===== src/rtl/packet_signature_matcher_defines.svh =====
// Assertion macros shared by the signature matcher RTL.
`ifndef PACKET_SIGNATURE_MATCHER_DEFINES_SVH
`define PACKET_SIGNATURE_MATCHER_DEFINES_SVH

// Same-cycle implication, disabled while reset is asserted.
`define PSM_ASSERT_NOW(lbl, clk, rst_n, ante, cons, msg) \
	lbl: assert property (@(posedge clk) disable iff (!rst_n) (ante) |-> (cons)) \
		else $error(msg);

// Next-cycle implication, disabled while reset is asserted.
`define PSM_ASSERT_NEXT(lbl, clk, rst_n, ante, cons, msg) \
	lbl: assert property (@(posedge clk) disable iff (!rst_n) (ante) |=> (cons)) \
		else $error(msg);

`endif


===== src/rtl/psm_pkg.sv =====
// Shared types and field constants of the packet signature matcher.
package psm_pkg;

	// Request kinds carried on the input tuser.
	typedef enum logic [1:0] {
		REQ_PAT_BYTE = 2'd0,
		REQ_SIG_HDR  = 2'd1,
		REQ_PAYLOAD  = 2'd2
	} req_t;

	localparam int BYTE_W     = 8;
	localparam int PROTO_W    = 3;
	localparam int SLOT_FLD_W = 5;
	localparam int POS_FLD_W  = 5;
	localparam int LEN_FLD_W  = 6;
	localparam int OFFSET_W   = 16;
	localparam int IN_TDATA_W = 32;
	localparam int OUT_TDATA_W = 32;
	localparam int TUSER_W    = 2;

endpackage


===== src/rtl/psm_slot_table.sv =====
// Slot header memory: length and protocol per slot, with valid bits cleared at reset.
module psm_slot_table #(
	parameter int SLOTS = 32,
	parameter int LEN_W = 6,
	localparam int AW   = (SLOTS > 1) ? $clog2(SLOTS) : 1
) (
	input  logic                          clk,
	input  logic                          arst_n,
	input  logic                          we,
	input  logic [AW-1:0]                 waddr,
	input  logic [LEN_W-1:0]              wlen,
	input  logic [psm_pkg::PROTO_W-1:0]   wproto,
	input  logic                          re,
	input  logic [AW-1:0]                 raddr,
	output logic [LEN_W-1:0]              rlen,
	output logic [psm_pkg::PROTO_W-1:0]   rproto
);

	logic [LEN_W-1:0]            len_mem   [SLOTS];
	logic [psm_pkg::PROTO_W-1:0] proto_mem [SLOTS];
	logic [SLOTS-1:0]            valid_q;

	// Header writes; a slot reads as empty until its first header write.
	always_ff @(posedge clk or negedge arst_n) begin
		if (!arst_n) begin
			valid_q <= '0;
		end else if (we) begin
			valid_q[waddr] <= 1'b1;
		end
	end

	always_ff @(posedge clk) begin
		if (we) begin
			len_mem[waddr]   <= wlen;
			proto_mem[waddr] <= wproto;
		end
	end

	// Registered read, masked to zero for slots never written.
	always_ff @(posedge clk) begin
		if (re) begin
			rlen   <= valid_q[raddr] ? len_mem[raddr] : '0;
			rproto <= valid_q[raddr] ? proto_mem[raddr] : '0;
		end
	end

endmodule


===== config.mk =====
export PLATFORM = sky130hd
export DESIGN_NAME = psm_slot_table
export DESIGN_NICKNAME = d
export VERILOG_FILES = /design/src/rtl/packet_signature_matcher_defines.svh /design/src/rtl/psm_pkg.sv /design/src/rtl/psm_slot_table.sv
export SDC_FILE = /design/constraint.sdc
export NUM_CORES = 1
export LEC_CHECK = 0
export ABC_AREA = 1
export BUFFER_PORTS_ARGS = -buffer_cell sky130_fd_sc_hd__buf_2
export CORE_UTILIZATION = 30
export CTS_CLUSTER_DIAMETER = 200
export DETAILED_ROUTE_END_ITERATION = 10
export PLACE_DENSITY = 0.47
export SLEW_MARGIN = 30
export SYNTH_ARGS = -nofsm -noshare
export SYNTH_HDL_FRONTEND = slang
export SYNTH_SLANG_ARGS = --single-unit
export TNS_END_PERCENT = 20

===== constraint.sdc =====
create_clock -name clk -period 2.2 [get_ports clk]
set_input_delay 0 -clock clk [delete_from_list [all_inputs] [get_ports clk]]
set_output_delay 0 -clock clk [all_outputs]
set_load 0.01 [all_outputs]

== Word-level counts from Yosys, hierarchy flattened ==
Memories as Yosys holds them, arrays and structs flattened. A register that Yosys moved wholly into a read port is not among the register bits.
Cells that the tools add are included.

* Muxes and demuxes: 6
* Magnitude comparators: 3
* Bitwise operators: 1
* Reduce and logical (&&, ||, !) cells: 3

{| class="wikitable"
|+ Operators by type and width
! cell !! number
|-
| $or A32 B32 Y32 || 1
|-
| $lt A5 B6 Y1 const B || 2
|-
| $bmux W1 S5 || 1
|-
| $demux W1 S5 || 1
|-
| $ge A5 B1 Y1 const B || 1
|-
| $mux W1 || 4
|-
| $logic_not A1 Y1 || 2
|-
| $logic_and A1 B1 Y1 || 1
|}

* Bits in registers: 32
* Memories: 2
* Bits of input ports: 23
* Memory bits (writable): 288
* Logic and storage cells: 16

{| class="wikitable"
|+ Memory list
! name !! depth !! width !! rd ports !! clocked after Yosys merged registers in !! wr ports !! RTL line !! RTL
|-
| len_mem || 32 || 6 || 1 || 1 || 1 || psm_slot_table.sv:19 || <nowiki>logic [LEN_W-1:0] len_mem [SLOTS];</nowiki>
|-
| proto_mem || 32 || 3 || 1 || 1 || 1 || psm_slot_table.sv:20 || <nowiki>logic [psm_pkg::PROTO_W-1:0] proto_mem [SLOTS];</nowiki>
|}

== Logic depth before layout (Yosys ltp) ==
* Depth after elaboration: 5
* Mapped depth: 12

== Worst setup path before layout ==
No wires, ideal clock.

* Path kind: register to register
* Start point: register valid_q[13]
* End point: register rlen[0], read port of len_mem (data pin)
* Path slack: 1.036 ns
* Setup time: 0.257 ns
* Stages on the path, launching flop included: 9
* Data arrival time: 0.907 ns
* Required time: 1.943 ns
* Path through: dfrtp_1 nand2_1 nand3_1 nand3_1 nand2_1 nand2_1 nand3_1 nand2_2 nor2_1

* Cells in the longest elaborated chain, start to end: 3

{| class="wikitable"
|+ RTL lines
! item !! RTL line !! RTL
|-
| start: declaration || psm_slot_table.sv:21 || <nowiki>logic [SLOTS-1:0] valid_q;</nowiki>
|-
| start signal: assignment || psm_slot_table.sv:26 || <nowiki>valid_q <= '0;</nowiki>
|-
| start signal: indexed assignment || psm_slot_table.sv:28 || <nowiki>valid_q[waddr] <= 1'b1;</nowiki>
|-
| $bmux W1 S5 || psm_slot_table.sv:42 || <nowiki>rlen <= valid_q[raddr] ? len_mem[raddr] : '0;</nowiki>
|-
| $mux W1 (not written as such) || psm_slot_table.sv:42 ||
|-
| $logic_not A1 Y1 (no line) || - ||
|-
| end: declaration || psm_slot_table.sv:15 || <nowiki>output logic [LEN_W-1:0] rlen,</nowiki>
|}

Every way passes these cells. The select of a mux whose other input is x is not followed.
A chain may end at the register's enable or synchronous reset.

== Final worst setup path ==
* Start point: register valid_q[1]
* End point: register rlen[2], read port of len_mem (data pin)

The elaborated chain is that of the path after synthesis.

==> flow_summary_export.csv <==
group,metric,value,unit
clock_network,clock_latency,0.54,ns
grt,grt_pass1_wl,57.9,mm
synth,yosysWarnings,0,
clock_network,tritoncts,"done",
worst_setup_path,cp_slowest_cell,"dfrtp_1",
sta,tightest_slew,0.873,ns
clock_network,root_buffer,"clkbuf_16",
floorplan,rows,78,
power,power.density,889,nW/um^2
clock_network,clk_pin_slew,0.07,ns
drt,dr.pass1.iters,5,
placed_design,dp_cells,1912,
grt,track_usage,16.5,%
clock_network,clockBufferDepth,3,
floorplan,die-area,47100,sq um
synth,synth_cells,1295,
cells_and_area,drive_above_1_share,12.3,%
power,p_leak,6.48,nW
sta,finalSetupViolations,0,
sta,timing.slew.headroom,41.8,%
cells_and_area,diodes,0,
sta,drv_slew,0,
cells_and_area,fill_cells,4562,
drt,drt_iter0_markers,831,
cells_and_area,syn2layout_area_growth,16.0,%
synth,synth_seq_area_share,70.1,%
sta,finalHoldViolations,0,
floorplan,io_pins,32,
clock_network,cts_made_buffers,36,
worst_setup_path,start_kind,"register",
sta,fin_setup_tns,0,ns
worst_setup_path,max_stage_delay,0.37,ns
synth,syn-cell-area,13900,sq um
sta,rsz0062_at_grt,"no",
floorplan,placeableCoreArea,45500,sq um
synth,synth_top_family_by_area,"simple AND/OR/NAND/NOR gates",
synth,synth_nets,1318,
drt,drtAntennaViolNets,0,
drt,vias_per_cell,4.59,
worst_setup_path,crit_required,2.48,ns
sta,fin_worst_skew,0.0203,ns
worst_setup_path,crit_fanout,9,
grt,grt_remaining_overflow,0,
hold_path,hp-class,"in -> async",
worst_setup_path,crit_path_end_kind,"register",
run_status,status,"complete, no violations",
grt,grt_antenna_before_repair,0,
placed_design,hpwl,21.8,mm
clock_network,post_cts_buffers,0,
synth,synthAdderAreaFrac,0,%
clock_network,cts.sinks,329,
worst_setup_path,critPathKind,"reg -> reg",
drt,drc,0,
placed_design,io_buffers,31,
grt,grt_max_degree,89,
synth,synth_simple_gate_area_share,23.6,%
synth,syn_avg_cell_area,10.7,sq um
drt,routed_wl,37.7,mm
cells_and_area,finalNonFillerCells,1980,
drt,wl_per_cell,19.1,microns
floorplan,start_util,30.5,%
cells_and_area,nNetsFinal,1376,
synth,synth_mux_area_share,0,%
floorplan,die_h,217,microns
sta,fin_crit_sh,66.7,%
synth,synth_compound_area_share,0.650,%
grt,grt_pass1_vias,9054,
floorplan,die_w,217,microns
synth,synth_xor_area_share,0,%
cells_and_area,finalCoreUtilization,35.4,%
drt,vias,9079,
sta,fmax,682,MHz
synth,synth_cell_type_count,18,
clock_network,htreeDepth,2,
power,vdd_drop_max,0.462,mV
worst_setup_path,path_cells,"nand2_1 > nand3_1 > nand3_1 > nand2_1 > nand2_1 > nand3_1 > nand2_2 > nor2_1",
worst_setup_path,arrival,1.75,ns
sta,finalCriticalPeriod,1.47,ns
placed_design,place.gp.congestion,0.782,
run,maxCapViolations,0,
synth,ys_seq_elements,329,
logic make-up (layout without fill, tap and decap cells):
kind of cell | Yosys count | after routing
and+or+nand+nor | 782 | 782
buffers and inverters | 166 | 251
DFF | 329 | 329
AOI/OAI and AO/OA | 18 | 18
per-layer routing:
layer / up-vias / track usage [%] / wire, microns
met4: 0 / 4.69 / 847
met1: 4424 / 23.3 / 17900
met3: 51 / 2.75 / 1770
met2: 199 / 26.1 / 17300
li1: 4405 / - / -
met5: - / 0 / 0
final cells by class:
cell class | count | area (sq um) | area share [%]
sequential | 329 | 9720 | 60.4
tap | 600 | 751 | 4.66
clock buffer | 48 | 997 | 6.20
inverter | 100 | 383 | 2.38
multi-input combinational | 800 | 3370 | 20.9
clock inverter | 17 | 189 | 1.17
timing repair buffer | 86 | 687 | 4.27
worst max-delay path: cells and delay by family (launching register included):
kind             cells  cell delay (ns)
AND/OR/NAND/NOR      8             0.85
flip-flops           1             0.37
synthesized netlist by cell type, drive strengths merged:
cell type,instances,area share (%)
buf,46,2.3
clkbuf,20,0.54
clkinv,1,0.027
dfrtp,32,5.8
edfxtp,297,64
inv,99,2.7
nand2,464,13
nand3,209,7.5
nor2,77,2.1
o21ai,18,0.65
or2,32,1.4
metrics by stage:
stage | hold WS, ns | setup WS [ns] | instance area [sq um] | total power, W
global placement | 0.181 | 0.510 | 14900 | 0.00831
finish | 0.0104 | 0.733 | 16100 | 0.0143
detailed placement | 0.168 | 0.488 | 14900 | 0.00832
floorplan | -0.296 | 1.04 | 13900 | 0.00786
global route | 0.0359 | 0.611 | 16100 | 0.0148
CTS | 0.0750 | 0.721 | 16100 | 0.0145
path summary, 6_finish.rpt:
kind / startpoint / end / slack (ns) / cells after the start
worst min register to register: valid_q[8] / valid_q[8] / 0.47 / 1
worst min-delay path: arst_n / valid_q[25] / 0.01 / 2
max in group asynchronous: arst_n / valid_q[7] / 1.82 / 2
min in group clk: wlen[1] / len_mem[15][1] / 0.05 / 1
worst max register to register: valid_q[1] / rlen[2] / 0.73 / 8
worst max-delay path: valid_q[1] / rlen[2] / 0.73 / 8
flip-flops by register name (all words and copies together), names as in the netlist:
name,count
proto_mem,96
len_mem,192
valid_q,32
rproto,3
rlen,6
what timing repair did:
action	CTS	global route
gates resized for setup	0	0
hold endpoints to repair	45	0
hold buffers	3	0
layout by cell type, fill, tap and decap left out:
cell type / count
clkinv_1: 6
clkbuf_16: 37
buf_12: 8
nand2_2: 1
buf_4: 46
clkinv_2: 5
bufinv_16: 4
inv_4: 1
clkbuf_1: 8
inv_6: 3
buf_6: 1
nor2_1: 77
or2_2: 32
nand2_1: 463
clkbuf_8: 3
inv_1: 97
dlygate4sd3_1: 3
clkinvlp_4: 1
o21ai_0: 18
nand3_1: 209
buf_2: 28
dfrtp_1: 32
edfxtp_1: 297
report_power, final:
group | switching [W] | leakage (nW) | internal [W]
clock network | 0.00247 | 0.580 | 0.00366
registers | 0.0000892 | 3.05 | 0.00704
logic | 0.000712 | 2.84 | 0.000345
(Power assumes the default switching activity.)
